--- src/rtl/core/nsc_pkg.sv ---
package nsc_pkg;

	typedef enum logic [2:0] {
		ST_OK        = 3'd0,
		ST_BAD_START = 3'd1,
		ST_NO_STAR   = 3'd2,
		ST_BAD_HEX   = 3'd3,
		ST_MISMATCH  = 3'd4,
		ST_ADDR_LEN  = 3'd5
	} nsc_status_t;

	localparam logic [7:0] CH_DOLLAR = 8'h24;
	localparam logic [7:0] CH_BANG   = 8'h21;
	localparam logic [7:0] CH_STAR   = 8'h2A;
	localparam logic [7:0] CH_COMMA  = 8'h2C;
	localparam logic [7:0] CH_CR     = 8'h0D;
	localparam logic [7:0] CH_LF     = 8'h0A;

	localparam int unsigned ADDR_LEN   = 5;
	localparam int unsigned FIELDS_W   = 6;
	localparam int unsigned TDATA_IN_W  = 8;
	localparam int unsigned TDATA_OUT_W = 56;

	// sentence summary after the current item has been folded in
	typedef struct packed {
		logic                start_ok;
		logic                star_seen;
		logic [1:0]          chars_after_star;
		logic [15:0]         tail_chars;
		logic [7:0]          xor_at_star;
		logic [2:0]          address_length_at_star;
		logic [39:0]         address_chars;
		logic [FIELDS_W-1:0] fields_at_star;
	} nsc_summary_t;

endpackage

--- src/rtl/core/nsc_track.sv ---
module nsc_track
	import nsc_pkg::*;
#(
	parameter int unsigned FIELD_COUNT_MAX = 63
) (
	input  logic         clk,
	input  logic         arst_n,
	input  logic         fire,
	input  logic [7:0]   char_in,
	input  logic         last_char,
	output nsc_summary_t summary
);

	localparam int unsigned CW = $clog2(FIELD_COUNT_MAX + 1);
	localparam logic [CW-1:0] CNT_MAX = CW'(FIELD_COUNT_MAX);

	logic          started_q, start_ok_q, comma_seen_q, star_seen_q;
	logic [7:0]    running_xor_q, xor_at_star_q;
	logic [1:0]    pend_q, chars_after_q;
	logic [2:0]    alen_q, alen_at_star_q;
	logic [CW-1:0] comma_count_q, fields_at_star_q;
	logic [39:0]   addr_q;
	logic [15:0]   tail_q;

	logic          started_d, start_ok_d, comma_seen_d, star_seen_d;
	logic [7:0]    running_xor_d, xor_at_star_d;
	logic [1:0]    pend_d, chars_after_d;
	logic [2:0]    alen_d, alen_at_star_d;
	logic [CW-1:0] comma_count_d, fields_at_star_d;
	logic [39:0]   addr_d;
	logic [15:0]   tail_d;
	logic          is_crlf;
	logic [2:0]    chars_sum;

	assign is_crlf = (char_in == CH_CR) || (char_in == CH_LF);

	always_comb begin
		started_d        = started_q;
		start_ok_d       = start_ok_q;
		comma_seen_d     = comma_seen_q;
		star_seen_d      = star_seen_q;
		running_xor_d    = running_xor_q;
		xor_at_star_d    = xor_at_star_q;
		pend_d           = pend_q;
		chars_after_d    = chars_after_q;
		alen_d           = alen_q;
		alen_at_star_d   = alen_at_star_q;
		comma_count_d    = comma_count_q;
		fields_at_star_d = fields_at_star_q;
		addr_d           = addr_q;
		tail_d           = tail_q;
		chars_sum        = 3'd0;
		if (!started_q) begin
			started_d  = 1'b1;
			start_ok_d = (char_in == CH_DOLLAR) || (char_in == CH_BANG);
		end else if (is_crlf) begin
			if (pend_q != 2'd3) begin
				pend_d = pend_q + 2'd1;
			end
			running_xor_d = running_xor_q ^ char_in;
			if (!comma_seen_q) begin
				if (alen_q < 3'(ADDR_LEN)) begin
					addr_d = {addr_q[31:0], char_in};
				end
				if (alen_q < 3'(ADDR_LEN + 1)) begin
					alen_d = alen_q + 3'd1;
				end
			end
		end else begin
			// held-back cr/lf run replays as cr bytes after the star
			if (star_seen_q) begin
				chars_sum     = {1'b0, chars_after_q} + {1'b0, pend_q};
				chars_after_d = (chars_sum > 3'd3) ? 2'd3 : chars_sum[1:0];
				if (pend_q == 2'd1) begin
					tail_d = {tail_q[7:0], CH_CR};
				end else if (pend_q != 2'd0) begin
					tail_d = {CH_CR, CH_CR};
				end
			end
			pend_d = 2'd0;
			if (char_in == CH_STAR) begin
				star_seen_d      = 1'b1;
				xor_at_star_d    = running_xor_q;
				alen_at_star_d   = alen_q;
				fields_at_star_d = comma_count_q;
				chars_after_d    = 2'd0;
				tail_d           = 16'd0;
			end else if (star_seen_q) begin
				if (chars_after_d != 2'd3) begin
					chars_after_d = chars_after_d + 2'd1;
				end
				tail_d = {tail_d[7:0], char_in};
			end
			running_xor_d = running_xor_q ^ char_in;
			if (char_in == CH_COMMA) begin
				comma_seen_d = 1'b1;
				if (comma_count_q < CNT_MAX) begin
					comma_count_d = comma_count_q + CW'(1);
				end
			end else if (!comma_seen_q) begin
				if (alen_q < 3'(ADDR_LEN)) begin
					addr_d = {addr_q[31:0], char_in};
				end
				if (alen_q < 3'(ADDR_LEN + 1)) begin
					alen_d = alen_q + 3'd1;
				end
			end
		end
	end

	always_comb begin
		summary.start_ok               = start_ok_d;
		summary.star_seen              = star_seen_d;
		summary.chars_after_star       = chars_after_d;
		summary.tail_chars             = tail_d;
		summary.xor_at_star            = xor_at_star_d;
		summary.address_length_at_star = alen_at_star_d;
		summary.address_chars          = addr_d;
		summary.fields_at_star         = FIELDS_W'(fields_at_star_d);
	end

	always_ff @(posedge clk or negedge arst_n) begin
		if (!arst_n) begin
			started_q        <= 1'b0;
			start_ok_q       <= 1'b0;
			comma_seen_q     <= 1'b0;
			star_seen_q      <= 1'b0;
			running_xor_q    <= 8'd0;
			xor_at_star_q    <= 8'd0;
			pend_q           <= 2'd0;
			chars_after_q    <= 2'd0;
			alen_q           <= 3'd0;
			alen_at_star_q   <= 3'd0;
			comma_count_q    <= '0;
			fields_at_star_q <= '0;
			addr_q           <= 40'd0;
			tail_q           <= 16'd0;
		end else if (fire) begin
			if (last_char) begin
				started_q        <= 1'b0;
				start_ok_q       <= 1'b0;
				comma_seen_q     <= 1'b0;
				star_seen_q      <= 1'b0;
				running_xor_q    <= 8'd0;
				xor_at_star_q    <= 8'd0;
				pend_q           <= 2'd0;
				chars_after_q    <= 2'd0;
				alen_q           <= 3'd0;
				alen_at_star_q   <= 3'd0;
				comma_count_q    <= '0;
				fields_at_star_q <= '0;
				addr_q           <= 40'd0;
				tail_q           <= 16'd0;
			end else begin
				started_q        <= started_d;
				start_ok_q       <= start_ok_d;
				comma_seen_q     <= comma_seen_d;
				star_seen_q      <= star_seen_d;
				running_xor_q    <= running_xor_d;
				xor_at_star_q    <= xor_at_star_d;
				pend_q           <= pend_d;
				chars_after_q    <= chars_after_d;
				alen_q           <= alen_d;
				alen_at_star_q   <= alen_at_star_d;
				comma_count_q    <= comma_count_d;
				fields_at_star_q <= fields_at_star_d;
				addr_q           <= addr_d;
				tail_q           <= tail_d;
			end
		end
	end

	a_clear_after_last: assert property (@(posedge clk) disable iff (!arst_n)
		fire && last_char |=> !started_q && !star_seen_q && pend_q == 2'd0)
		else $error("sentence state not cleared after last item");
	a_tail_needs_star: assert property (@(posedge clk) disable iff (!arst_n)
		!star_seen_q |-> chars_after_q == 2'd0 && tail_q == 16'd0)
		else $error("characters after star counted without a star");
	a_pend_needs_start: assert property (@(posedge clk) disable iff (!arst_n)
		pend_q != 2'd0 |-> started_q)
		else $error("cr/lf run pending before start character");

endmodule

--- src/rtl/core/nsc_verdict.sv ---
module nsc_verdict
	import nsc_pkg::*;
(
	input  logic                clk,
	input  logic                arst_n,
	input  logic                load,
	input  nsc_summary_t        summary,
	input  logic                ready,
	output logic                out_free,
	output logic                valid,
	output logic [2:0]          status,
	output logic [15:0]         talker,
	output logic [23:0]         message_type,
	output logic [FIELDS_W-1:0] data_field_count
);

	function automatic logic [4:0] hex_digit(input logic [7:0] c);
		// bit 4 set marks a byte that is not a hex digit
		logic [4:0] r;
		r = 5'h10;
		if (c >= 8'h30 && c <= 8'h39) begin
			r = {1'b0, 4'(c - 8'h30)};
		end else if (c >= 8'h41 && c <= 8'h46) begin
			r = {1'b0, 4'(c - 8'h37)};
		end else if (c >= 8'h61 && c <= 8'h66) begin
			r = {1'b0, 4'(c - 8'h57)};
		end
		return r;
	endfunction

	logic                valid_q;
	logic [2:0]          status_q;
	logic [15:0]         talker_q;
	logic [23:0]         mtype_q;
	logic [FIELDS_W-1:0] fields_q;
	logic [4:0]          hi, lo;
	nsc_status_t         st;

	assign hi = hex_digit(summary.tail_chars[15:8]);
	assign lo = hex_digit(summary.tail_chars[7:0]);

	always_comb begin
		if (!summary.start_ok) begin
			st = ST_BAD_START;
		end else if (!summary.star_seen || summary.chars_after_star != 2'd2) begin
			st = ST_NO_STAR;
		end else if (hi[4] || lo[4]) begin
			st = ST_BAD_HEX;
		end else if (summary.xor_at_star != {hi[3:0], lo[3:0]}) begin
			st = ST_MISMATCH;
		end else if (summary.address_length_at_star != 3'(ADDR_LEN)) begin
			st = ST_ADDR_LEN;
		end else begin
			st = ST_OK;
		end
	end

	assign out_free = !valid_q || ready;

	always_ff @(posedge clk or negedge arst_n) begin
		if (!arst_n) begin
			valid_q <= 1'b0;
		end else if (out_free) begin
			valid_q <= load;
		end
	end

	always_ff @(posedge clk) begin
		if (load && out_free) begin
			status_q <= st;
			if (st == ST_OK) begin
				talker_q <= summary.address_chars[39:24];
				mtype_q  <= summary.address_chars[23:0];
				fields_q <= summary.fields_at_star;
			end else begin
				talker_q <= 16'd0;
				mtype_q  <= 24'd0;
				fields_q <= '0;
			end
		end
	end

	assign valid            = valid_q;
	assign status           = status_q;
	assign talker           = talker_q;
	assign message_type     = mtype_q;
	assign data_field_count = fields_q;

	a_load_shows: assert property (@(posedge clk) disable iff (!arst_n)
		load && out_free |=> valid_q)
		else $error("loaded result not presented");
	a_stall_holds: assert property (@(posedge clk) disable iff (!arst_n)
		valid_q && !ready |=> valid_q && $stable(status_q) && $stable(talker_q))
		else $error("waiting result lost");
	a_zero_unless_ok: assert property (@(posedge clk) disable iff (!arst_n)
		valid_q && status_q != ST_OK |-> talker_q == 16'd0 && mtype_q == 24'd0
			&& fields_q == '0)
		else $error("fields not zero on failed sentence");

endmodule

--- src/rtl/core/nmea_sentence_checker_unit.sv ---
// a last item passes the input register; results wait in a single output register
// throughput: one item per cycle unless a stalled result holds back a last item
// only an item flagged last makes a result; other items make none
// a stalled result blocks only a last item in the input register
// reset: arst_n asynchronous active low; clears both valid flags and the sentence state
module nmea_sentence_checker_unit
	import nsc_pkg::*;
#(
	parameter int unsigned FIELD_COUNT_MAX = 63
) (
	input  logic                   clk,
	input  logic                   arst_n,
	input  logic                   s_axis_tvalid,
	output logic                   s_axis_tready,
	input  logic [TDATA_IN_W-1:0]  s_axis_tdata,  // char_in
	input  logic                   s_axis_tlast,  // last_char
	output logic                   m_axis_tvalid,
	input  logic                   m_axis_tready,
	// status, talker, message_type, data_field_count, zero fill
	output logic [TDATA_OUT_W-1:0] m_axis_tdata
);

	logic                valid_s1, last_s1;
	logic [7:0]          char_s1;
	logic                fire, out_free;
	nsc_summary_t        summary;
	logic [2:0]          status;
	logic [15:0]         talker;
	logic [23:0]         message_type;
	logic [FIELDS_W-1:0] data_field_count;

	assign fire          = valid_s1 && (!last_s1 || out_free);
	assign s_axis_tready = !valid_s1 || fire;

	always_ff @(posedge clk or negedge arst_n) begin
		if (!arst_n) begin
			valid_s1 <= 1'b0;
		end else if (s_axis_tready) begin
			valid_s1 <= s_axis_tvalid;
		end
	end

	always_ff @(posedge clk) begin
		if (s_axis_tready && s_axis_tvalid) begin
			char_s1 <= s_axis_tdata[7:0];
			last_s1 <= s_axis_tlast;
		end
	end

	nsc_track #(
		.FIELD_COUNT_MAX(FIELD_COUNT_MAX)
	) u_track (
		.clk      (clk),
		.arst_n   (arst_n),
		.fire     (fire),
		.char_in  (char_s1),
		.last_char(last_s1),
		.summary  (summary)
	);

	nsc_verdict u_verdict (
		.clk             (clk),
		.arst_n          (arst_n),
		.load            (fire && last_s1),
		.summary         (summary),
		.ready           (m_axis_tready),
		.out_free        (out_free),
		.valid           (m_axis_tvalid),
		.status          (status),
		.talker          (talker),
		.message_type    (message_type),
		.data_field_count(data_field_count)
	);

	assign m_axis_tdata = {7'd0, data_field_count, message_type, talker, status};

endmodule
--- config.mk ---
export PLATFORM = sky130hd
export DESIGN_NAME = nmea_sentence_checker_unit
export DESIGN_NICKNAME = d
export VERILOG_FILES = /design/src/rtl/core/nsc_pkg.sv /design/src/rtl/core/nsc_track.sv /design/src/rtl/core/nsc_verdict.sv /design/src/rtl/core/nmea_sentence_checker_unit.sv
export SDC_FILE = /design/constraint.sdc
export NUM_CORES = 1
export LEC_CHECK = 0
export BUFFER_PORTS_ARGS = -buffer_cell sky130_fd_sc_hd__buf_2
export CAP_MARGIN = 20
export CORE_UTILIZATION = 35
export CTS_BUF_LIST = sky130_fd_sc_hd__clkbuf_4 sky130_fd_sc_hd__clkbuf_8
export DETAILED_ROUTE_END_ITERATION = 6
export SYNTH_ARGS = -nofsm -noshare
export SYNTH_HDL_FRONTEND = slang
export SYNTH_SLANG_ARGS = --single-unit
--- constraint.sdc ---
create_clock -name clk -period 4.1 [get_ports clk]
set_input_delay 0.41 -clock clk [delete_from_list [all_inputs] [get_ports clk]]
set_output_delay 0.41 -clock clk [all_outputs]
set_load 0.01 [all_outputs]
Yosys cells after proc, flatten, opt, wreduce, memory -nomap -nowiden. Index checks and enable logic that the tools add are counted.

Bits of input ports: 13. Register bits after elaboration: 158. Output and inout port bits: 58.

Equality and inequality tests: 15. Reductions and logical operators: 31. Add/sub/neg operators: 11. Bitwise operators: 1. Muxes and demuxes: 75. Order comparisons: 16.

Operators with widths (number): 40-bit 2-to-1 mux (6); 16-bit 2-to-1 mux (8); 6-bit 2-to-1 mux (9); 8-bit 2-to-1 mux (6); 3-bit 2-to-1 mux (15); 8-bit by 6-bit equality test with 1-bit output, second input constant (4); 8-bit by 7-bit greater-or-equal comparator with 1-bit output, second input constant (4); 8-bit by 7-bit less-or-equal comparator with 1-bit output, second input constant (4); 5-bit 2-to-1 mux (6); 2-bit 2-to-1 mux (14); 8-bit by 4-bit equality test with 1-bit output, second input constant (2); 8-bit by 6-bit greater-or-equal comparator with 1-bit output, second input constant (2); 8-bit by 6-bit less-or-equal comparator with 1-bit output, second input constant (2); 4-bit by 3-bit subtractor with 4-bit output, second input constant (4); 1-bit 2-to-1 mux (11); 1-bit logical AND (10); 2-bit != test, second input constant (4); 8-bit != test (1); 2-bit nonzero test (4); 4-bit by 1-bit subtractor with 4-bit output, second input constant (2); 8-bit bitwise XOR (1); 1-bit logical OR (7); 6-bit by 1-bit adder with 6-bit output, second input constant (1); 3-bit less-than comparator, second input constant (2); other kinds (14) (20).

Longest topological paths before layout. Gate-level depths: netlist of the first run.

Depth in word-level cells: 19. Mapped depth: 19.

Modules after synthesis. A second synthesis of the first run with hierarchy kept.

Cell total of the unflattened synthesis: 774. Area total of the unflattened synthesis: 8430.6 um2.

By module, submodules not included: nsc_track (cells an instance 563, area an instance 5565.3 um2, sequential area each 2452.4 um2, times used 1); nsc_verdict (cells an instance 187, area an instance 2459.9 um2, sequential area each 1496.4 um2, times used 1); nmea_sentence_checker_unit (cells an instance 24, area an instance 405.4 um2, sequential area each 295.3 um2, times used 1).

Worst setup path before layout of the first run. OpenSTA, ideal clock, no wires.

Path kind: reg2reg. Start: register char_s1[4]. End: register u_verdict.fields_q[0] (netlist: u_verdict.data_field_count[0]) (data pin). Buffers on the path: 2. Library setup time: 0.140 ns. Data arrival time: 4.063 ns. Stages on the path, launching flop included: 18. Slack: -0.103 ns. Cells stage by stage: edfxtp_1 buf_6 or4b_4 nor3_2 a211oi_1 nor2_1 ha_1 nand2_1 a311oi_1 o211ai_1 a222oi_1 o211ai_2 xnor2_1 a211oi_1 o211a_1 nand4_4 buf_6 a21oi_2.

Longest elaborated chain between the ends: 15. Elaborated cells on any way between the ends: 69. Those cells by class: 6 x add/sub; 12 x order compare; 8 x eq/ne; 31 x mux; 12 x reduce/logical.

RTL lines: start: declaration (RTL line nmea_sentence_checker_unit.sv:24) `logic [7:0] char_s1;`; start signal: assignment (RTL line nmea_sentence_checker_unit.sv:45) `char_s1 <= s_axis_tdata[7:0];`; 8-bit by 6-bit equality test with 1-bit output (tied with other cells) (RTL line nsc_track.sv:81) `if (char_in == CH_STAR) begin`; 16-bit 2-to-1 mux or 1-bit logical OR (tied branches) (RTL line nsc_track.sv:81, nsc_track.sv:35); 16-bit 2-to-1 mux (RTL line nsc_track.sv:56) `end else if (is_crlf) begin`; 16-bit 2-to-1 mux (RTL line nsc_track.sv:53) `if (!started_q) begin`; 8-bit by 7-bit greater-or-equal comparator with 1-bit output or 8-bit by 7-bit less-or-equal comparator with 1-bit output (tied branches) (RTL line nsc_verdict.sv:25) `end else if (c >= 8'h61 && c <= 8'h66) begin`; 1-bit logical AND (RTL line nsc_verdict.sv:25); 5-bit 2-to-1 mux (RTL line nsc_verdict.sv:25); 5-bit 2-to-1 mux (RTL line nsc_verdict.sv:23) `end else if (c >= 8'h41 && c <= 8'h46) begin`; 5-bit 2-to-1 mux (RTL line nsc_verdict.sv:21) `if (c >= 8'h30 && c <= 8'h39) begin`; 8-bit != test (RTL line nsc_verdict.sv:49) `end else if (summary.xor_at_star != {hi[3:0], lo[3:0]}) begin`; 3-bit 2-to-1 mux (RTL line nsc_verdict.sv:49); 3-bit 2-to-1 mux (RTL line nsc_verdict.sv:47) `end else if (hi[4] || lo[4]) begin`; 3-bit 2-to-1 mux (RTL line nsc_verdict.sv:45) `end else if (!summary.star_seen || summary.chars_after_star != 2'd2) begin`; 3-bit 2-to-1 mux (RTL line nsc_verdict.sv:43) `if (!summary.start_ok) begin`; 3-bit zero test (RTL line nsc_verdict.sv:71) `if (st == ST_OK) begin`; end signal: assignment (RTL line nsc_verdict.sv:74) `fields_q <= summary.fields_at_star;`; end: declaration (RTL line nsc_verdict.sv:35) `logic [FIELDS_W-1:0] fields_q;`.

Several ways; a longest one is shown, not always the timed one. A chain may end at the register's enable or synchronous reset.

Final worst setup path of the first run.
Start: register char_s1[0]. End: register u_verdict.mtype_q[22] (netlist: u_verdict.message_type[22]) (data pin).

Longest elaborated chain between the ends: 15. Elaborated cells on any way between the ends: 70. Those cells by class: 6 x add/sub; 12 x order compare; 9 x eq/ne; 31 x mux; 12 x reduce/logical.

RTL lines: 8-bit by 6-bit equality test with 1-bit output (tied with other cells) (RTL line nsc_track.sv:81); 16-bit 2-to-1 mux or 1-bit logical OR (tied branches) (RTL line nsc_track.sv:81, nsc_track.sv:35); 16-bit 2-to-1 mux (RTL line nsc_track.sv:56); 16-bit 2-to-1 mux (RTL line nsc_track.sv:53); 8-bit by 7-bit greater-or-equal comparator with 1-bit output or 8-bit by 7-bit less-or-equal comparator with 1-bit output (tied branches) (RTL line nsc_verdict.sv:25); 1-bit logical AND (RTL line nsc_verdict.sv:25); 5-bit 2-to-1 mux (RTL line nsc_verdict.sv:25); 5-bit 2-to-1 mux (RTL line nsc_verdict.sv:23); 5-bit 2-to-1 mux (RTL line nsc_verdict.sv:21); 8-bit != test (RTL line nsc_verdict.sv:49); 3-bit 2-to-1 mux (RTL line nsc_verdict.sv:49); 3-bit 2-to-1 mux (RTL line nsc_verdict.sv:47); 3-bit 2-to-1 mux (RTL line nsc_verdict.sv:45); 3-bit 2-to-1 mux (RTL line nsc_verdict.sv:43); 3-bit zero test (RTL line nsc_verdict.sv:71); end signal: assignment (RTL line nsc_verdict.sv:73) `mtype_q <= summary.address_chars[23:0];`; end: declaration (RTL line nsc_verdict.sv:34) `logic [23:0] mtype_q;`.

Several ways; a longest one is shown, not always the timed one.

==> run_results.csv, run 1 <==
group,metric,value,unit
status,run_status,"finished, final reports clean",
place,finalWeightedCongestion,0.914,
grt,first_pass_grt_wire_length,35000,µm
route,remaining_number_of_nets_flagged_by_the_antenna_check_after_routing,0,
clocking,cts_root_buffer,"sky130_fd_sc_hd__clkbuf_8",
sta,worst_pin_slew,691,ps
power,p_comb_frac,0.138,
flow_run,drv.max_cap_violation_count,0,
floorplan,floorplan.rows,55,
route,route.vias.total,6788,
layout,finish.utilization,0.439,
worst_setup_path,timing.critical_path.to_type,"flop",
layout,post_route_cells_drive_above_1_share,0.298,
place,port_buffers,63,
grt,grt_use_total,0.187,
layout,n_antenna_cell,0,
floorplan,dieArea,24200,µm²
synth,synth-seq-area-share,0.513,
synth,ys_seq_elements,158,
synth,most_used_dff_post_synth,"sky130_fd_sc_hd__dfrtp_1",
synth,number_of_enable_type_register_cells_in_the_synthesized_netlist,58,
power,power.density,355,nW/µm²
grt,grt_start_max_net_pins,53,
floorplan,core_area,22900,µm²
grt,number_of_antenna_violations_at_the_first_check_in_global_routing,0,
clocking,post_cts_clock_slew_at_the_launch_and_capture_registers_of_the_worst_setup_and_hold_paths,100,ps
power,power.share.clock,0.337,
sta,min_period_over_period,0.986,
synth,post_synth_instance_area,8270,µm²
sta,timing_hold_violations_final,0,
synth,ys.warnings.count,0,
floorplan,boundaryPins,71,
route,drt-vias-per-instance,5.39,
floorplan,effective_utilization_at_floorplan,0.361,
sta,hold_slack,114,ps
sta,period_minus_slack,4040,ps
route,routed_wl,22600,µm
route,wl_per_cell,17.9,µm
synth,yosysUniqueCellTypes,77,
power,leakage,4.16,nW
power,finalPower,0.00357,W
sta,finalSetupViolCount,0,
power,p_int,0.00240,W
layout,layout.cells.most_common_list,"sky130_fd_sc_hd__nand2_1 (161), sky130_fd_sc_hd__dfrtp_1 (100), sky130_fd_sc_hd__buf_4 (75), sky130_fd_sc_hd__buf_2 (62), sky130_fd_sc_hd__edfxtp_1 (58)",
clocking,tritoncts_clock_tree,"built",
place,post-place-ws,-135,ps
route,first_pass_iters,5,
power,p_sw_frac,0.327,
grt,grt_overflow_total,0,
worst_setup_path,cp.arrival,4380,ps
layout,nets,961,
sta,achievable-frequency,247,MHz
synth,syn_avg_cell_area,10.1,µm²
clocking,clk-insertion-delay-late,480,ps
worst_setup_path,critical_path_fanouts_max,8,
synth,synth_async_sr_flop_share,0.633,
clocking,cts.sink_count,158,
sta,rsz0062_at_grt,"true",
floorplan,fp.dieH,156,µm
clocking,cts-htree-levels,4,
route,starting_drt_drc_count,596,
worst_setup_path,critPathRequiredTime,4440,ps
power,vdd_ir_drop_max,218,µV
sta,maxSlewHeadroom,0.535,
grt,grt_pass1_vias,6328,
worst_setup_path,start_kind,"flop",
clocking,cts.path.max_buffers,2,
worst_setup_path,critical_path_class,"flop to flop",
clocking,cts_made_buffers,17,
floorplan,die_w,156,µm
sta,finClkSkew,18.9,ps
synth,synthCells,816,
power,netSwitchingPower,0.00117,W
layout,layout.cells.non_filler,1259,
route,drc,0,
place,dpl.hpwl,14300,µm
power,seq_power_share,0.525,
place,number_of_cells_after_detailed_placement,1199,
worst_hold_path,min_path_type,"input pin to flop",
sta,drv_slew,0,
sta,postLayoutSetupSlackWorst,55.5,ps
layout,layout_commonest_cell,"sky130_fd_sc_hd__nand2_1",
layout,flow.area_growth_from_synthesis,21.8,%
## worst paths after layout
kind                                                  start                           to  slack, ps  cells after the start
worst max register to register                   char_s1[0]   u_verdict.message_type[22]         60                     20
min in group asynchronous                            arst_n                     valid_s1        470                      2
worst min-delay path                        s_axis_tdata[7]                   char_s1[7]        110                      1
worst max-delay path                             char_s1[0]   u_verdict.message_type[22]         60                     20
worst min register to register  u_track.fields_at_star_q[1]  u_track.fields_at_star_q[1]        490                      2
max in group asynchronous                            arst_n            u_track.addr_q[0]       2740                      3
## per-stage QoR
step                      instance area [µm²]  TNS (ps)
final                                   10100         0
after global routing                    10100     -5710
after CTS                                9620         0
after detailed placement                 9170     -4500
after global placement                   9170     -5840
after floorplan                          8300         0
## layout make-up
class                           instances  area [µm²]
Tap cell                              313         392
Inverter                               18        67.6
Multi-Input combinational cell        587        3850
Sequential cell                       158        4240
Fill cell                            2195       12800
Timing Repair Buffer                  151        1090
Clock buffer                           17         234
Clock inverter                         15         185
## synthesized netlist by cell type (4+ instances only)
cell type,n,area share
sky130_fd_sc_hd__ha_1,14,0.021
sky130_fd_sc_hd__o22ai_1,7,0.0053
sky130_fd_sc_hd__and2_1,7,0.0053
sky130_fd_sc_hd__o211ai_1,10,0.0091
sky130_fd_sc_hd__clkbuf_1,34,0.015
sky130_fd_sc_hd__mux2i_1,4,0.0048
sky130_fd_sc_hd__a22oi_1,11,0.010
sky130_fd_sc_hd__nor2b_1,7,0.0053
sky130_fd_sc_hd__a21oi_1,29,0.018
sky130_fd_sc_hd__xnor2_1,5,0.0053
sky130_fd_sc_hd__buf_2,4,0.0024
sky130_fd_sc_hd__a31oi_1,6,0.0045
sky130_fd_sc_hd__nand4b_1,4,0.0042
sky130_fd_sc_hd__a311oi_1,4,0.0042
sky130_fd_sc_hd__nand3_1,12,0.0073
sky130_fd_sc_hd__and3_1,4,0.0030
sky130_fd_sc_hd__o21ai_0,50,0.030
sky130_fd_sc_hd__nand4_1,6,0.0045
sky130_fd_sc_hd__buf_6,6,0.0082
sky130_fd_sc_hd__mux2_2,4,0.0054
sky130_fd_sc_hd__a21oi_2,40,0.042
sky130_fd_sc_hd__or3_1,4,0.0030
sky130_fd_sc_hd__nor2_1,39,0.018
sky130_fd_sc_hd__o211a_1,5,0.0061
sky130_fd_sc_hd__nand2b_1,6,0.0045
sky130_fd_sc_hd__buf_4,10,0.0091
sky130_fd_sc_hd__a22o_1,48,0.051
sky130_fd_sc_hd__edfxtp_1,58,0.21
sky130_fd_sc_hd__nand2_1,163,0.074
sky130_fd_sc_hd__inv_1,18,0.0082
sky130_fd_sc_hd__a21boi_0,7,0.0064
sky130_fd_sc_hd__buf_1,4,0.0018
sky130_fd_sc_hd__nor3_1,16,0.0097
sky130_fd_sc_hd__or2_2,4,0.0030
sky130_fd_sc_hd__a211oi_1,6,0.0054
sky130_fd_sc_hd__dfrtp_1,100,0.30
## state kept, by name, indices dropped and copies added, names as in the netlist, 2 cells and up
signal and count:
u_track.alen_q 3, u_verdict.status 3, u_track.addr_q 40, u_track.chars_after_q 2
u_track.xor_at_star_q 8, u_track.tail_q 16, u_track.pend_q 2, u_verdict.data_field_count 6
u_verdict.talker 16, char_s1 8, u_track.running_xor_q 8, u_verdict.message_type 24
u_track.fields_at_star_q 6, u_track.comma_count_q 6, u_track.alen_at_star_q 3
## worst max-delay path, cell delays in order (launching register included)
cell and delay [ps]:
sky130_fd_sc_hd__edfxtp_1 430, sky130_fd_sc_hd__buf_6 150, sky130_fd_sc_hd__and3b_2 250, sky130_fd_sc_hd__o211a_1 270
sky130_fd_sc_hd__buf_6 150, sky130_fd_sc_hd__nor4_4 300, sky130_fd_sc_hd__nor2_1 110, sky130_fd_sc_hd__nand2_1 140
sky130_fd_sc_hd__inv_2 50, sky130_fd_sc_hd__ha_1 180, sky130_fd_sc_hd__or2_4 240, sky130_fd_sc_hd__a311oi_2 280
sky130_fd_sc_hd__or2_4 200, sky130_fd_sc_hd__buf_4 110, sky130_fd_sc_hd__a211o_1 170, sky130_fd_sc_hd__a21oi_4 80
sky130_fd_sc_hd__nor3_4 220, sky130_fd_sc_hd__nand4_4 130, sky130_fd_sc_hd__buf_12 170, sky130_fd_sc_hd__clkbuf_16 170
sky130_fd_sc_hd__a21oi_2 100
## what timing repair did
item | CTS | global route
gates cloned | 0 | 6
endpoints found under the hold margin | 42 | 0
gates resized for setup | 3 | 43
pin swaps | 0 | 23
hold buffers | 1 | 0
endpoints found under the setup margin | 48 | 48
setup buffers | 0 | 21
## cells by family (layout without fill, tap and decap cells)
| family | Yosys count | count (layout) | share of synthesized area |
|---|---|---|---|
| AND/OR/NAND/NOR | 295 | 295 | 0.173 |
| AO/OA/AOI/OAI | 254 | 254 | 0.225 |
| flip-flops | 158 | 158 | 0.513 |
| buffers and inverters | 77 | 201 | 0.0457 |
| adder cells (fa/ha/maj) | 15 | 15 | 0.0236 |
| XOR/XNOR | 8 | 8 | 0.00848 |
| multiplexers | 8 | 8 | 0.0103 |
| other | 1 | 7 | 0.000454 |
## metal layers
metal	track usage	share of wire	vias up
li1	-	-	3205
met1	0.258	0.46	3353
met3	0.0336	0.053	26
met4	0.0602	0.017	0
met5	0	0	-
met2	0.297	0.47	204
## power by group through the flow
stage	Sequential [W]	Clock (W)	Combinational, W
final	0.00187	0.00120	0.000493
after global routing	0.00189	0.00129	0.000556
after CTS	0.00187	0.00123	0.000480
after detailed placement	0.00190	0	0.000479
after global placement	0.00190	0	0.000471
after floorplan	0.00187	0	0.000334
Note: power is estimated with default switching activity, not from simulation.
==> run 2, diff against run 1 <==
--- a/config.mk
+++ b/config.mk
@@ -7,7 +7,7 @@
 export LEC_CHECK = 0
 export BUFFER_PORTS_ARGS = -buffer_cell sky130_fd_sc_hd__buf_2
 export CAP_MARGIN = 20
-export CORE_UTILIZATION = 35
+export CORE_UTILIZATION = 40
 export CTS_BUF_LIST = sky130_fd_sc_hd__clkbuf_4 sky130_fd_sc_hd__clkbuf_8
 export DETAILED_ROUTE_END_ITERATION = 6
 export SYNTH_ARGS = -nofsm -noshare
==> constraint.sdc (replaced) <==
create_clock -name clk -period 4.65 [get_ports clk]
set_input_delay 0.465 -clock clk [delete_from_list [all_inputs] [get_ports clk]]
set_output_delay 0.465 -clock clk [all_outputs]
set_load 0.01 [all_outputs]
==> run_results.csv, run 2 (synthesized netlist as in run 1, its figures left out) <==
group,metric,value,unit
grt,grt_start_max_net_pins,64,
floorplan,fp.dieH,146,µm
grt,grt_overflow_total,0,
sta,drv_slew,0,
route,remaining_number_of_nets_flagged_by_the_antenna_check_after_routing,0,
route,drc,0,
clocking,cts-htree-levels,4,
worst_setup_path,critPathRequiredTime,4960,ps
clocking,cts.sink_count,158,
clocking,cts_made_buffers,17,
sta,min_period_over_period,0.930,
worst_hold_path,min_path_type,"input pin to async pin",
layout,largest_register_ffs,40,
worst_setup_path,timing.reg2reg.setup_slack,330,ps
place,port_buffers,63,
clocking,post_cts_buffers,0,
worst_setup_path,worstRegToRegCells,16,
layout,largest-register,"u_track.addr_q",
grt,grt_use_total,0.208,
layout,finish.utilization,0.461,
layout,nFillCells,1931,
clocking,cts.path.max_buffers,2,
flow_run,drv.max_cap_violation_count,0,
sta,rsz0062_at_grt,"false",
floorplan,core_area,20200,µm²
floorplan,boundaryPins,71,
worst_setup_path,path_cells,"nor3b_1 > o211a_1 > buf_4 > nor2_4 > mux2_2 > nand2_1 > ha_1 > or2_2 > a311oi_1 > or2_2 > o21ai_1 > o2111ai_1 > o211a_1 > nand4_4 > buf_12 > a21oi_1",
worst_setup_path,end_of_the_worst_register_to_register_path,"u_verdict.talker[5]",
clocking,hold_buffers,0,
clocking,clk-insertion-delay-late,470,ps
status,run_status,"finished, final reports clean",
sta,worst_pin_slew,995,ps
sta,timing_hold_violations_final,0,
clocking,cts_root_buffer,"sky130_fd_sc_hd__clkbuf_8",
route,drt-vias-per-instance,5.57,
sta,achievable-frequency,231,MHz
sta,finalSetupViolCount,0,
clocking,tritoncts_clock_tree,"built",
sta,period_minus_slack,4320,ps
power,vdd_ir_drop_max,154,µV
worst_setup_path,timing.critical_path.to_type,"flop",
floorplan,effective_utilization_at_floorplan,0.409,
floorplan,floorplan.rows,52,
route,routed_wl,21200,µm
sta,totalNegativeSetupSlack,0,ps
power,power.density,329,nW/µm²
power,leakage,3.82,nW
clocking,cts.repair.resized,0,
layout,flow.area_growth_from_synthesis,12.8,%
sta,maxSlewHeadroom,0.329,
route,first_pass_iters,4,
worst_setup_path,cpMaxStageDelayCell,"sky130_fd_sc_hd__nor3b_1",
sta,finClkSkew,19.8,ps
worst_setup_path,critical_path_class,"flop to flop",
place,dpl.hpwl,14300,µm
layout,n_antenna_cell,0,
worst_setup_path,cp.buffers_inverters,2,
place,finalWeightedCongestion,0.895,
layout,area.sequential,4240,µm²
worst_setup_path,slowest_stage_delay_cp,520,ps
floorplan,dieArea,21200,µm²
worst_setup_path,regToRegStartpoint,"char_s1[0]",
route,wl_per_cell,18.3,µm
layout,layout.cells.most_common_list,"sky130_fd_sc_hd__nand2_1 (163), sky130_fd_sc_hd__dfrtp_1 (100), sky130_fd_sc_hd__buf_2 (62), sky130_fd_sc_hd__edfxtp_1 (58), sky130_fd_sc_hd__o21ai_0 (49)",
grt,grt_pass1_vias,6413,
grt,number_of_antenna_violations_at_the_first_check_in_global_routing,1,
worst_setup_path,critical_path.top_delay_family,"compound AO/OA/AOI/OAI gates",
worst_setup_path,start_kind,"flop",
route,starting_drt_drc_count,409,
worst_setup_path,cp.arrival,4640,ps
floorplan,die_w,146,µm
layout,multi_input_comb_area,3710,µm²
layout,layout_commonest_cell,"sky130_fd_sc_hd__nand2_1",
clocking,post_cts_clock_slew_at_the_launch_and_capture_registers_of_the_worst_setup_and_hold_paths,110,ps
route,route.vias.total,6445,
worst_setup_path,critical_path_fanouts_max,22,
layout,post_route_cells_drive_above_1_share,0.222,
grt,first_pass_grt_wire_length,34700,µm
layout,nets,903,
## run 2: changes by cell type in the layout (fill, tap and decap cells not counted), moves of 5 or more
cell | before | now
sky130_fd_sc_hd__buf_6 | 7 | 0
sky130_fd_sc_hd__a21oi_2 | 46 | 41
sky130_fd_sc_hd__buf_4 | 75 | 29
sky130_fd_sc_hd__a21oi_1 | 21 | 28
## run 2: worst max path at each step
stage                          start                             to  slack [ps]  cells past startpoint
after global placement    char_s1[2]            u_verdict.talker[0]         180                     18
after global routing      char_s1[4]            u_verdict.talker[2]          30                     17
final                     char_s1[0]            u_verdict.talker[5]         330                     16
after detailed placement  char_s1[2]            u_verdict.talker[3]         170                     18
after CTS                 char_s1[2]            u_verdict.talker[5]         130                     18
after floorplan           char_s1[4]  u_verdict.data_field_count[0]         450                     17
## run 2: final cells by class
cell class              count  area share
flip-flops and latches    158       0.455
multi-input cells         587       0.398
repair buffers             93      0.0609
well taps                 270      0.0362
clock buffers              17      0.0251
clock inverters            15      0.0177
inverters                  18     0.00725
## run 2: per-stage QoR
step / setup WS, ps / total power (W) / cell area (µm²) / std cells / hold slack (ps)
5_1_grt: 34.1 / 0.00322 / 9320 / 1158 / 133
6_report: 326 / 0.00307 / 9320 / 1158 / 69.1
4_1_cts: 135 / 0.00310 / 9300 / 1158 / 97.7
3_3_place_gp: 182 / 0.00208 / 8900 / 1126 / 462
3_5_place_dp: 166 / 0.00209 / 8900 / 1126 / 473
2_1_floorplan: 447 / 0.00194 / 8290 / 822 / 169
## run 2: report_power, final
part	leakage (nW)	internal, W	switching [W]
Sequential	1.98	0.00154	0.000110
Combinational	1.64	0.000139	0.000267
Clock	0.203	0.000406	0.000610
## run 2: per-layer routing
| layer | wire, µm | GRT usage | up-vias |
|---|---|---|---|
| li1 | - | - | 3080 |
| met1 | 9400 | 0.271 | 3151 |
| met2 | 10200 | 0.333 | 175 |
| met3 | 1090 | 0.0461 | 39 |
| met4 | 573 | 0.0921 | 0 |
| met5 | 0 | 0 | - |
## run 2: worst reg2reg max path, delay by kind of cell (launching register included)
| family | cells | cell delay (ps) |
|---|---|---|
| buffers and inverters | 2 | 410 |
| flip-flops | 1 | 410 |
| adder cells (fa/ha/maj) | 1 | 260 |
| AND/OR/NAND/NOR | 6 | 1400 |
| multiplexers | 1 | 260 |
| AO/OA/AOI/OAI | 6 | 1450 |
==> run 3, diff against run 2 <==
--- a/config.mk
+++ b/config.mk
@@ -7,9 +7,12 @@
 export LEC_CHECK = 0
 export BUFFER_PORTS_ARGS = -buffer_cell sky130_fd_sc_hd__buf_2
 export CAP_MARGIN = 20
+export CORE_MARGIN = 2
 export CORE_UTILIZATION = 40
 export CTS_BUF_LIST = sky130_fd_sc_hd__clkbuf_4 sky130_fd_sc_hd__clkbuf_8
 export DETAILED_ROUTE_END_ITERATION = 6
+export GPL_ROUTABILITY_DRIVEN = 0
+export PLACE_DENSITY_LB_ADDON = 0.08
 export SYNTH_ARGS = -nofsm -noshare
 export SYNTH_HDL_FRONTEND = slang
 export SYNTH_SLANG_ARGS = --single-unit
==> run_results.csv, run 3 (synthesized netlist as in run 1, its figures left out) <==
group,metric,value,unit
status,run_status,"finished, final reports clean",
clocking,post_cts_clock_slew_at_the_launch_and_capture_registers_of_the_worst_setup_and_hold_paths,100,ps
floorplan,dieArea,21800,µm²
clocking,cts-htree-levels,4,
sta,achievable-frequency,229,MHz
layout,largest-register,"u_track.addr_q",
sta,drv_slew,0,
power,netSwitchingPower,0.000946,W
worst_setup_path,end_of_the_worst_register_to_register_path,"u_verdict.talker[1]",
grt,grt_start_max_net_pins,58,
layout,n_antenna_cell,0,
layout,layout_commonest_cell,"sky130_fd_sc_hd__nand2_1",
layout,flow.area_growth_from_synthesis,12.6,%
power,p_int,0.00217,W
worst_setup_path,cpMaxStageDelayCell,"sky130_fd_sc_hd__edfxtp_1",
power,p_sw_frac,0.303,
worst_setup_path,critical_path.top_delay_family,"compound AO/OA/AOI/OAI gates",
worst_setup_path,critical_path_fanouts_max,46,
layout,largest_register_ffs,40,
power,leakage,3.80,nW
power,p_comb_frac,0.132,
clocking,clk-insertion-delay-late,460,ps
sta,finalSetupViolCount,0,
floorplan,core_area,20200,µm²
worst_setup_path,start_kind,"flop",
route,drt-vias-per-instance,5.77,
route,first_pass_iters,6,
worst_setup_path,critPathRequiredTime,4960,ps
route,route.vias.total,6673,
floorplan,boundaryPins,71,
worst_setup_path,timing.reg2reg.setup_slack,280,ps
layout,nets,902,
worst_setup_path,worstRegToRegCells,18,
power,power.share.clock,0.338,
power,seq_power_share,0.530,
power,power.density,335,nW/µm²
clocking,cts_made_buffers,17,
route,wl_per_cell,19.5,µm
route,routed_wl,22600,µm
grt,first_pass_grt_wire_length,36200,µm
route,remaining_number_of_nets_flagged_by_the_antenna_check_after_routing,0,
power,vdd_ir_drop_max,142,µV
clocking,cts.path.max_buffers,2,
grt,number_of_antenna_violations_at_the_first_check_in_global_routing,0,
worst_setup_path,cp.buffers_inverters,3,
worst_setup_path,cp.arrival,4680,ps
layout,layout.cells.non_filler,1157,
worst_setup_path,slowest_stage_delay_cp,500,ps
floorplan,effective_utilization_at_floorplan,0.409,
layout,layout.cells.most_common_list,"sky130_fd_sc_hd__nand2_1 (163), sky130_fd_sc_hd__dfrtp_1 (100), sky130_fd_sc_hd__buf_2 (62), sky130_fd_sc_hd__edfxtp_1 (58), sky130_fd_sc_hd__o21ai_0 (49)",
power,finalPower,0.00312,W
clocking,hold_buffers,0,
sta,worst_pin_slew,857,ps
clocking,cts_root_buffer,"sky130_fd_sc_hd__clkbuf_8",
grt,grt_overflow_total,0,
route,drc,0,
clocking,cts.sink_count,158,
grt,grt_pass1_vias,6407,
sta,totalNegativeSetupSlack,0,ps
worst_setup_path,critical_path_class,"flop to flop",
clocking,tritoncts_clock_tree,"built",
worst_setup_path,path_cells,"nor4_4 > o211ai_2 > a211oi_1 > nor2_1 > buf_4 > ha_1 > nor2b_1 > nand3_1 > nor2_1 > a222oi_1 > buf_4 > o211ai_2 > xnor2_1 > a211oi_1 > o211a_1 > nand4_4 > buf_12 > a21oi_1",
floorplan,fp.dieH,148,µm
layout,finish.utilization,0.460,
worst_setup_path,cp.depth,18,
worst_hold_path,min_path_type,"input pin to async pin",
worst_setup_path,timing.critical_path.to_type,"flop",
sta,timing_hold_violations_final,0,
place,number_of_cells_after_detailed_placement,1125,
sta,min_period_over_period,0.941,
floorplan,floorplan.rows,52,
floorplan,die_w,148,µm
flow_run,drv.max_cap_violation_count,0,
sta,finClkSkew,20.4,ps
sta,maxSlewHeadroom,0.423,
sta,period_minus_slack,4370,ps
place,port_buffers,63,
layout,post_route_cells_drive_above_1_share,0.223,
place,dpl.hpwl,15000,µm
route,starting_drt_drc_count,453,
grt,grt_use_total,0.213,
sta,rsz0062_at_grt,"false",
worst_setup_path,regToRegStartpoint,"char_s1[4]",
[run 3: changes by cell type in the layout (fill, tap and decap cells not counted), moves of 2 or more]
cell / delta
sky130_fd_sc_hd__inv_6: -3
sky130_fd_sc_hd__clkinvlp_4: +3
sky130_fd_sc_hd__clkinv_8: -4
sky130_fd_sc_hd__bufinv_16: +2
sky130_fd_sc_hd__clkinv_2: +2
[run 3: layer usage]
layer / wire length, µm / GRT usage / up-vias
met5: 0 / 0 / -
met4: 412 / 0.0596 / 0
met3: 1190 / 0.0441 / 29
met2: 11100 / 0.356 / 213
met1: 9890 / 0.281 / 3349
li1: - / - / 3082
[run 3: worst max-delay path by stage]
stage	endpoint	start	slack, ps
after floorplan	u_verdict.data_field_count[0]	char_s1[4]	450
after global placement	u_verdict.talker[0]	char_s1[2]	200
after detailed placement	u_verdict.talker[3]	char_s1[2]	90
after CTS	u_verdict.talker[3]	char_s1[2]	80
after global routing	u_verdict.talker[1]	char_s1[4]	0.2
final	u_verdict.talker[1]	char_s1[4]	280
[run 3: per-stage QoR]
step           hold slack (ps)  setup WS, ps  instance area (µm²)
2_1_floorplan              169           447                 8290
3_3_place_gp               463           198                 8880
3_5_place_dp               471          85.2                 8880
4_1_cts                   88.9          75.2                 9280
5_1_grt                    130         0.230                 9310
6_report                  84.6           276                 9310
[run 3: final cells by class]
class / count / area [µm²]
fillers: 1931 / 10900
flip-flops and latches: 158 / 4240
multi-input cells: 587 / 3710
repair buffers: 92 / 548
well taps: 270 / 338
clock buffers: 18 / 241
clock inverters: 14 / 158
inverters: 18 / 67.6
[run 3: timing repair]
item,CTS,global route
endpoints found under the hold margin,0,0
setup endpoints to repair,0,48
setup buffers,0,0
gates resized for setup,0,6
[run 3: power groups by stage]
stage,Clock (W),Combinational (W),Sequential (W)
floorplan,0,0.000294,0.00165
global placement,0,0.000406,0.00168
detailed placement,0,0.000414,0.00168
CTS,0.00109,0.000416,0.00165
global route,0.00115,0.000466,0.00167
finish,0.00105,0.000412,0.00165
